File: src/design/dawg_pkg.sv
package dawg_pkg;

  localparam int ADDR_IN_W = 16;
  localparam int WORD_W    = 32;
  localparam int LETTER_W  = 8;

  localparam logic CMD_LOAD  = 1'b0;
  localparam logic CMD_CHECK = 1'b1;

  localparam int QUEUE_DEPTH = 2;
  localparam int QPTR_W      = $clog2(QUEUE_DEPTH);

  typedef struct packed {
    logic                 is_check;
    logic [ADDR_IN_W-1:0] node_address;
    logic [WORD_W-1:0]    node_word;
    logic [LETTER_W-1:0]  letter;
    logic                 last_letter;
  } dawg_item_t;

  typedef enum logic {
    ST_IDLE,
    ST_SCAN
  } back_state_t;

endpackage

File: src/design/dawg_if.sv
interface dawg_in_if;
  import dawg_pkg::*;

  logic                 valid;
  logic                 ready;
  logic                 command;
  logic [ADDR_IN_W-1:0] node_address;
  logic [WORD_W-1:0]    node_word;
  logic [LETTER_W-1:0]  letter;
  logic                 last_letter;

  modport source (
    output valid, command, node_address, node_word, letter, last_letter,
    input  ready
  );
  modport sink (
    input  valid, command, node_address, node_word, letter, last_letter,
    output ready
  );
endinterface


File: src/design/dawg_front.sv
module dawg_front (
  input  logic                clk,
  input  logic                rst,
  dawg_in_if.sink             query,
  output dawg_pkg::dawg_item_t item,
  output logic                item_valid,
  input  logic                item_ready
);
  import dawg_pkg::*;

  dawg_item_t        entries [QUEUE_DEPTH];
  logic [QPTR_W-1:0] wr_ptr;
  logic [QPTR_W-1:0] rd_ptr;
  logic [QPTR_W:0]   count;
  logic              push;
  logic              pop;
  dawg_item_t        incoming;

  assign query.ready = (count != (QPTR_W+1)'(QUEUE_DEPTH));
  assign item_valid  = (count != '0);
  assign item        = entries[rd_ptr];
  assign push        = query.valid && query.ready;
  assign pop         = item_valid && item_ready;

  always_comb begin
    incoming.is_check     = (query.command == CMD_CHECK);
    incoming.node_address = query.node_address;
    incoming.node_word    = query.node_word;
    incoming.letter       = query.letter;
    incoming.last_letter  = query.last_letter;
  end

  always_ff @(posedge clk) begin
    if (push) begin
      entries[wr_ptr] <= incoming;
    end
  end

  always_ff @(posedge clk) begin
    if (rst) begin
      wr_ptr <= '0;
      rd_ptr <= '0;
      count  <= '0;
    end else begin
      if (push) begin
        wr_ptr <= wr_ptr + 1'b1;
      end
      if (pop) begin
        rd_ptr <= rd_ptr + 1'b1;
      end
      if (push && !pop) begin
        count <= count + 1'b1;
      end else if (pop && !push) begin
        count <= count - 1'b1;
      end
    end
  end

endmodule

File: src/flat_wrapper.sv
// flat-port wrapper written by rule: the top's interface ports become plain ports
module dawg_front_flat import dawg_pkg::*;
  (clk, rst, item, item_valid, item_ready, query_valid, query_command, query_node_address, query_node_word, query_letter, query_last_letter, query_ready);
  dawg_in_if query_i ();
  input  logic clk;
  input  logic rst;
  output dawg_pkg::dawg_item_t item;
  output logic item_valid;
  input  logic item_ready;
  input wire logic [$bits(query_i.valid)-1:0] query_valid;
  input wire logic [$bits(query_i.command)-1:0] query_command;
  input wire logic [$bits(query_i.node_address)-1:0] query_node_address;
  input wire logic [$bits(query_i.node_word)-1:0] query_node_word;
  input wire logic [$bits(query_i.letter)-1:0] query_letter;
  input wire logic [$bits(query_i.last_letter)-1:0] query_last_letter;
  output wire logic [$bits(query_i.ready)-1:0] query_ready;
  assign query_i.valid = query_valid;
  assign query_i.command = query_command;
  assign query_i.node_address = query_node_address;
  assign query_i.node_word = query_node_word;
  assign query_i.letter = query_letter;
  assign query_i.last_letter = query_last_letter;
  assign query_ready = query_i.ready;
  dawg_front u_core (.clk(clk), .rst(rst), .query(query_i), .item(item), .item_valid(item_valid), .item_ready(item_ready));
endmodule
File: config.mk
export PLATFORM = sky130hd
export DESIGN_NAME = dawg_front_flat
export DESIGN_NICKNAME = d
export VERILOG_FILES = /design/src/design/dawg_pkg.sv /design/src/design/dawg_if.sv /design/src/design/dawg_front.sv /design/src/flat_wrapper.sv
export SDC_FILE = /design/constraint.sdc
export NUM_CORES = 1
export LEC_CHECK = 0
export BUFFER_PORTS_ARGS = -buffer_cell sky130_fd_sc_hd__buf_2
export CORE_MARGIN = 2
export CORE_UTILIZATION = 51
export CTS_BUF_LIST = sky130_fd_sc_hd__clkbuf_16
export DETAILED_ROUTE_END_ITERATION = 7
export PLACE_DENSITY = 0.78
export REMOVE_ABC_BUFFERS = 1
export SLEW_MARGIN = 15
export SYNTH_ARGS = -nofsm -noshare
export SYNTH_HDL_FRONTEND = slang
export SYNTH_SLANG_ARGS = --single-unit
File: constraint.sdc
create_clock -name clk -period 3 [get_ports clk]
set_input_delay 0.6 -clock clk [delete_from_list [all_inputs] [get_ports clk]]
set_output_delay 0.6 -clock clk [all_outputs]
set_load 0.01 [all_outputs]
### Word level (Yosys, flattened, before mapping)

Memories as Yosys holds them, arrays and structs flattened. A register that Yosys moved wholly into a read port is not among the register bits.
Cells that the tools add are included.

* register bits: 4
* bits in writable memories: 116
* memories: 1
* output and inout bits: 60
* word-level logic and storage cells: 23
* bits of input ports: 62

* equality and inequality tests: 1
* reduce and logical (&&, ||, !) cells: 8
* add/sub/neg operators: 4
* muxes and demuxes: 6

Memory list
* u_core.entries: words 2, bits a word 58, read ports 1, clocked after memory_dff 1, wr ports 1, line dawg_front.sv:11 `dawg_item_t entries [QUEUE_DEPTH];`

Operators with widths (number)
* 1-bit logical AND: 4
* 1-bit 2-to-1 mux: 4
* 2-bit 2-to-1 mux: 2
* 2-bit nonzero test: 2
* 1-bit adder, second input constant: 2
* 2-bit by 1-bit adder with 2-bit output, second input constant: 1
* 1-bit zero test: 2
* 2-bit != test, second input constant: 1
* 2-bit by 1-bit subtractor with 2-bit output, second input constant: 1

### Depth between registers and ports, before layout

Gate-level depths: netlist of the first run.

* word-level depth: 6
* depth in mapped cells: 6
* gate-level depth less buffers: 6

### Least setup slack after synthesis of the first run

OpenSTA, ideal clock, no wires.

* path kind: flip-flop to flip-flop
* start: register u_core.count[0]
* end: memory u_core.entries[1][0] (netlist name) (enable)
* slack: 0.520 ns
* buffers on the path: 0
* library setup time: 0.422 ns
* data arrival time: 2.058 ns
* stages on the path, launching flop included: 3
* clock period less this slack: 2.480 ns
* path through: dfxtp_1 > nand2b_1 > and3_1

* word-level cells in the longest chain between the ends: 4

RTL lines
* from (decl): line dawg_front.sv:14 `logic [QPTR_W:0] count;`
* from (signal assigned): line dawg_front.sv:52 `count <= count + 1'b1;`
* from (signal assigned): line dawg_front.sv:54 `count <= count - 1'b1;`
* 2-bit != test: line dawg_front.sv:19 `assign query.ready = (count != (QPTR_W+1)'(QUEUE_DEPTH));`
* via query_ready: line flat_wrapper.sv:16 `output wire logic [$bits(query_i.ready)-1:0] query_ready;`
* 1-bit logical AND: line dawg_front.sv:22 `assign push = query.valid && query.ready;`
* 1-bit 2-to-1 mux: line dawg_front.sv:34 `if (push) begin`
* 1-bit 2-to-1 mux (not written as such): line dawg_front.sv:35 `entries[wr_ptr] <= incoming;`
* to (decl): line dawg_front.sv:11

The timed path passes the listed nets, and every way through them passes these cells.

==> flow_summary.ini, run 1 <==
[clock_network]
post_cts_buffers = 0
cts.clk_slew.worst_paths_ns = 0.06
ctsResizeCount = 0
cts-root-buf = clkbuf_16
clockBufferDepth = 2
clkSinkCount = 121
cts_inserted_buffers = 17
hold_buffers = 0
clock_latency_ns = 0.40
htree_levels = 4
cts_tree = built

[floorplanning]
die_h_um = 96.9
core_um2 = 8300
initial_core_util_pct = 53.1
die_area_um2 = 9400
rows = 33
dieWidth_um = 96.9
num_io_pins = 122

[global_routing]
grt.met2_usage_pct = 28.4
antenna_found_initial = 0
track_usage_pct = 17.1
grt_overflow_total = 0
gr-usage-met3_pct = 8.09
grt_max_degree = 30
grt_pass1_vias = 2449
grt_pass1_wl_mm = 12.0
busiest_layer = met2
grtUsageMet1_pct = 19.1

[worst_hold_path]
hp-class = primary input to flop
hp-start = query_node_word[10]

[sta]
relSlewSlack_pct = 64.1
tns_ns = 0
holdWs_ns = 0.388
rsz0062_at_grt = no
max_freq_mhz = 424
hold_viol = 0
setup_violations = 0
slew_violations = 0
worst_pin_slew_ns = 0.538
setup_ws_ns = 0.639
fin_crit_sh_pct = 78.7
clock_skew_ns = 0.00672
period_minus_slack_ns = 2.36

[yosys]
synth_flop_cell = edfxtp_1
ys_top_cells_by_area = edfxtp_1, mux2_2, dfxtp_1, xor2_1, buf_6
syn_area_per_cell_um2 = 21.6
ys_ff_latch = 121
yosys_warnings = 0
netlist_instances = 204
ys_types = 19
yosysSeqAreaShare_pct = 81.4
yosys-top-cells-count = edfxtp_1, mux2_2, dfxtp_1
post-synth-top-count-cell = edfxtp_1
synth-edff-count = 116
synth_area_leader_cell = edfxtp_1
synth_top_cell_area_share_pct = 79.1
async_reset_ff_share_pct = 0
syn_area_um2 = 4400

[detailed_routing]
remaining_drc_errors = 0
wl_per_cell_um = 16.2
wl_mm = 7.51
vias_per_cell = 4.95
first_pass_iters = 4
drtIter0Drc = 107
final_antenna_net_count = 0
detailroute.via_count = 2294

[place]
hpwlAfterDp_mm = 5.09
dp_slack_ns = 0.945
gp_congestion = 0.699
portBuffers = 121

[critical_path]
crit_required_ns = 2.40
end_kind = primary output
path_class = flop to primary output
cpMaxStageDelayCell = dfxtp_2
reg2reg_from = u_core.count[0]
arrival_ns = 1.76
path_cells = buf_4 > mux2_2 > buf_2
path_max_fanout = 20
cp-start-kind = flop
max_stage_delay_ns = 0.49

[pwr]
ir_worst_vdd_v = 0.000607
leakage_nw = 2.19
powerDensity_nw_per_um2 = 897

[layout]
fillers = 576
nNetsFinal = 407
fin_util_pct = 68.7
area_growth_pct = 29.5
drive_gt1_share_pct = 60.8

[status]
outcome = complete, no violations

[job]
drv_cap = 0
[layout by cell type, fill, tap and decap left out, types with 2 or more instances in the layout]
master     synthesis  layout
clkinv_2           0       7
nor2_1             3       3
buf_4              1       5
bufinv_16          0       2
mux2_2            58      58
dfxtp_1            5       4
a21oi_1            2       2
inv_1              1       4
clkbuf_16          0      17
o21ai_0            2       2
xor2_1             3       3
buf_2              3     121
edfxtp_1         116     116
[metrics by stage]
stage	instance area [um^2]	cells	power, mW
after floorplan	4360	198	2.89
after global placement	5160	430	3.30
after detailed placement	5160	430	3.33
after CTS	5700	462	5.17
after global routing	5700	462	5.36
final	5710	463	5.12
[where the power goes]
group          total [mW]  internal (mW)  switching, mW
Combinational        1.09          0.529          0.556
Clock                1.84           1.19          0.648
Sequential           2.19           2.12         0.0772
[registers in the layout, summed over array words and instances (netlist names), named ones only]
register,flops
u_core.count,2
u_core.rd_ptr,1
u_core.entries,116
u_core.wr_ptr,1
[cell families (layout without fill, tap and decap cells)]
kind of cell               Yosys count  in the layout  share of synthesized area, %
AOI/OAI and AO/OA                    5              5                         0.682
and+or+nand+nor                      9              9                          1.14
buffers and inverters                7            160                          1.11
other                                0              1                             0
xor gates and xnor gates             3              3                         0.597
DFF                                121            121                          81.4
muxes                               58             58                          14.8
adders and majority gates            1              1                         0.284
[worst paths after layout]
check | to | slack, ns | cells past startpoint
worst max-delay path | item[57] | 0.64 | 3
worst max register to register | u_core.entries[1][56] | 1.06 | 3
worst min register to register | u_core.count[1] | 0.51 | 2
worst min-delay path | u_core.entries[0][19] | 0.39 | 1
[cell type report]
cell class | count | area (um^2) | share of cell area, %
diodes | 1 | 2.50 | 0.0439
clock buffers | 17 | 425 | 7.46
clock inverters | 15 | 121 | 2.13
inverters | 1 | 3.75 | 0.0658
multi-input cells | 76 | 773 | 13.6
flip-flops and latches | 121 | 3580 | 62.8
well taps | 105 | 131 | 2.30
repair buffers | 127 | 663 | 11.6
[layer usage]
metal,share of wire (%),vias to the layer above
met2,52,77
met4,1.3,0
met5,0,-
li1,-,1089
met3,6.4,10
met1,40,1118
[critical path: cells and delay by family, from the launching register on]
kind,cells,cell delay [ns]
flip-flops,1,0.49
buffers and inverters,2,0.49
multiplexers,1,0.38
Power figures use the tool's default switching activity.
==> run 2: changes to the inputs <==
==> constraint.sdc (replaced) <==
create_clock -name clk -period 2.2 [get_ports clk]
set_input_delay 0.44 -clock clk [delete_from_list [all_inputs] [get_ports clk]]
set_output_delay 0.44 -clock clk [all_outputs]
set_load 0.01 [all_outputs]
==> flow_summary.ini, run 2 (synthesis results as in run 1) <==
[status]
outcome = complete, no violations

[pwr]
powerDensity_nw_per_um2 = 1210
pwr-share-seq_pct = 43.2
sw_frac_of_total_pct = 25.4
power.share.clock_pct = 34.5
intPower_mw = 5.12
power_switching_mw = 1.74
ir_worst_vdd_v = 0.000824
combPwrFrac_pct = 22.3
leakage_nw = 2.17
total_power_mw = 6.87

[clock_network]
cts_inserted_buffers = 17
cts-root-buf = clkbuf_16
cts_tree = built
clkSinkCount = 121
post_cts_buffers = 0
ctsResizeCount = 0
clockBufferDepth = 2
htree_levels = 4
clock_latency_ns = 0.39
cts.clk_slew.worst_paths_ns = 0.05
hold_buffers = 0

[layout]
drive_gt1_share_pct = 60.6
fin_util_pct = 68.7
largest_reg_flops = 116
area_growth_pct = 29.4
finalInstanceArea_um2 = 5700
seqCellArea_um2 = 3580
multi_input_area_um2 = 773
fin_cells = 460
top_register = u_core.entries
fillers = 585
nNetsFinal = 407
layout_commonest_cell = buf_2
antenna_cells = 0
reg_top3 = u_core.entries x116, u_core.count x2
mostFrequentLayoutCells = buf_2, edfxtp_1, mux2_2, clkbuf_16

[sta]
tns_ns = 0
relSlewSlack_pct = 72.8
period_minus_slack_ns = 2.07
clock_skew_ns = 0.00536
hold_viol = 0
holdWs_ns = 0.231
setup_violations = 0
slew_violations = 0
rsz0062_at_grt = no
fin_crit_sh_pct = 94.2
worst_pin_slew_ns = 0.408
setup_ws_ns = 0.127
max_freq_mhz = 482

[detailed_routing]
final_antenna_net_count = 0
vias_per_cell = 5.00
wl_mm = 7.59
first_pass_iters = 4
wl_per_cell_um = 16.5
drtIter0Drc = 103
detailroute.via_count = 2301
remaining_drc_errors = 0

[floorplanning]
dieWidth_um = 96.9
die_area_um2 = 9400
die_h_um = 96.9
initial_core_util_pct = 53.1
core_um2 = 8300
num_io_pins = 122
rows = 33

[worst_hold_path]
hold_depth = 1
hp-class = primary input to flop

[critical_path]
cp.depth = 3
reg2reg_depth = 5
crit_buf_inv = 2
cp-start-kind = flop
arrival_ns = 1.63
r2r_setup_slack_ns = 0.56
end_kind = primary output
cpMaxStageDelayCell = mux2_2
path_class = flop to primary output
path_max_fanout = 31
path_cells = buf_4 > mux2_2 > buf_2
crit_required_ns = 1.76
worst_path_dominant_cell_family = buffers and inverters
max_stage_delay_ns = 0.40

[global_routing]
grt_pass1_vias = 2539
grt_max_degree = 41
grt_overflow_total = 0
antenna_found_initial = 0
track_usage_pct = 17.0
grt_pass1_wl_mm = 12.1

[place]
gp_congestion = 0.715
portBuffers = 121
hpwlAfterDp_mm = 4.91
dp_slack_ns = 0.527
dp_cells = 430
dpl-instance-area_um2 = 5180

[job]
drv_cap = 0
==> run 2: cell type report <==
cell class	instances	share of cell area (%)
Inverter	1	0.0659
Tap cell	105	2.31
Multi-Input combinational cell	76	13.6
Sequential cell	121	62.9
Clock inverter	13	1.60
Clock buffer	17	7.47
Timing Repair Buffer	127	12.1
==> run 2: layer usage <==
metal	track usage [%]	vias up	part of all wire (%)
li1	-	1091	-
met1	17.6	1129	38
met2	30.3	73	54
met3	7.23	8	6.6
met4	6.50	0	1.2
met5	0	-	0
==> run 2: path summary, 6_finish.rpt <==
path / from / to
min: query_node_word[22] / u_core.entries[0][31]
min reg2reg: u_core.rd_ptr / u_core.rd_ptr
max reg2reg: u_core.count[0] / u_core.count[1]
max: flop / item[27]
==> run 2: power groups by stage <==
| stage | clock, mW | sequential [mW] | combinational, mW |
|---|---|---|---|
| after floorplan | 0 | 3.09 | 0.848 |
| after global placement | 0 | 2.99 | 1.53 |
| after detailed placement | 0 | 3.01 | 1.55 |
| after CTS | 2.43 | 2.97 | 1.57 |
| after global routing | 2.53 | 2.99 | 1.67 |
| final | 2.37 | 2.97 | 1.53 |
==> run 3: changes to the inputs <==
--- a/config.mk
+++ b/config.mk
@@ -5,11 +5,11 @@
 export SDC_FILE = /design/constraint.sdc
 export NUM_CORES = 1
 export LEC_CHECK = 0
-export BUFFER_PORTS_ARGS = -buffer_cell sky130_fd_sc_hd__buf_2
 export CORE_MARGIN = 2
-export CORE_UTILIZATION = 51
+export CORE_UTILIZATION = 62
 export CTS_BUF_LIST = sky130_fd_sc_hd__clkbuf_16
 export DETAILED_ROUTE_END_ITERATION = 7
+export DONT_BUFFER_PORTS = 1
 export PLACE_DENSITY = 0.78
 export REMOVE_ABC_BUFFERS = 1
 export SLEW_MARGIN = 15
==> flow_summary.ini, run 3 (synthesis results as in run 1) <==
[detailed_routing]
first_pass_iters = 4
vias_per_cell = 5.49
wl_mm = 6.67
detailroute.via_count = 1822
remaining_drc_errors = 0
wl_per_cell_um = 20.1
final_antenna_net_count = 0
drtIter0Drc = 92

[status]
outcome = complete, no violations

[layout]
fin_util_pct = 74.8
top_register = u_core.entries
area_growth_pct = 16.1
nNetsFinal = 286
fillers = 421
drive_gt1_share_pct = 41.1
fin_cells = 332
layout_commonest_cell = edfxtp_1
mostFrequentLayoutCells = edfxtp_1, mux2_2, clkbuf_16, buf_4
reg_top3 = u_core.entries x116, u_core.count x2
antenna_cells = 0
largest_reg_flops = 116

[critical_path]
path_cells = buf_4 > mux2_2
crit_buf_inv = 1
r2r_setup_slack_ns = 0.52
cp-start-kind = flop
cpMaxStageDelayCell = mux2_2
worst_path_dominant_cell_family = multiplexers
max_stage_delay_ns = 0.43
arrival_ns = 1.50
end_kind = primary output
reg2reg_from = u_core.count[0]
crit_required_ns = 1.76
path_max_fanout = 31
reg2reg_depth = 5
path_class = flop to primary output
r2r_end = u_core.count[1]

[sta]
setup_violations = 0
hold_viol = 0
slew_violations = 0
period_minus_slack_ns = 1.94
fin_crit_sh_pct = 88.2
relSlewSlack_pct = 73.2
setup_ws_ns = 0.260
worst_pin_slew_ns = 0.402
rsz0062_at_grt = no
clock_skew_ns = 0.0122
max_freq_mhz = 516
tns_ns = 0

[global_routing]
grt_pass1_wl_mm = 9.73
grt_overflow_total = 0
grt_pass1_vias = 1987
track_usage_pct = 17.8
antenna_found_initial = 0
grt_max_degree = 32

[clock_network]
clkSinkCount = 121
clockBufferDepth = 2
ctsResizeCount = 0
cts-root-buf = clkbuf_16
hold_buffers = 0
clock_latency_ns = 0.39
cts_tree = built
cts_inserted_buffers = 17
cts.clk_slew.worst_paths_ns = 0.05
post_cts_buffers = 0
htree_levels = 4

[floorplanning]
rows = 30
dieWidth_um = 88.3
die_h_um = 88.3
num_io_pins = 122
core_um2 = 6830
die_area_um2 = 7790
initial_core_util_pct = 64.5

[pwr]
powerDensity_nw_per_um2 = 1320
ir_worst_vdd_v = 0.000774
leakage_nw = 1.71

[place]
dp_slack_ns = 0.520
portBuffers = 0
gp_congestion = 0.689
hpwlAfterDp_mm = 4.60
dp_cells = 300

[job]
drv_cap = 0

[worst_hold_path]
hp-class = primary input to flop
hold_depth = 1
hp-start = rst
run 3: layout make-up:
type                       count  area [um^2]  share of cell area, %
clock buffer                  17          425                   8.32
sequential                   121         3580                   70.1
inverter                       1         3.75                 0.0734
clock inverter                15          159                   3.11
multi-input combinational     76          773                   15.1
timing repair buffer           6         45.0                  0.881
tap                           96          120                   2.35
run 3: worst max path at each step:
stage / start / to / slack, ns / cells after the start
after global placement: u_core.count[0] / u_core.count[1] / 0.59 / 5
after global routing: flop / item[26] / 0.19 / 2
after detailed placement: u_core.count[0] / u_core.count[1] / 0.52 / 5
after floorplan: u_core.count[0] / u_core.entries[1][0] / -0.28 / 2
final: flop / item[55] / 0.26 / 2
after CTS: flop / item[26] / 0.24 / 2
run 3: routing by layer:
metal  wire length, um  up-vias  track usage [%]
met5                 0        -                0
met4                31        0             9.09
met3               923        4             11.9
met2              3420       95             29.1
met1              2290      877             17.1
li1                  -      846                -
run 3: metrics by stage:
stage                     instance area [um^2]  hold WS [ns]  power (mW)
after global routing                      5110        0.0886        7.00
after floorplan                           4360         0.471        3.94
final                                     5110         0.107        6.73
after global placement                    4530         0.484        4.10
after CTS                                 5110        0.0951        6.82
after detailed placement                  4530         0.499        4.16
run 3: power by group:
group	internal (mW)	switching (mW)
clock network	1.76	0.876
registers	2.89	0.0861
logic	0.457	0.669
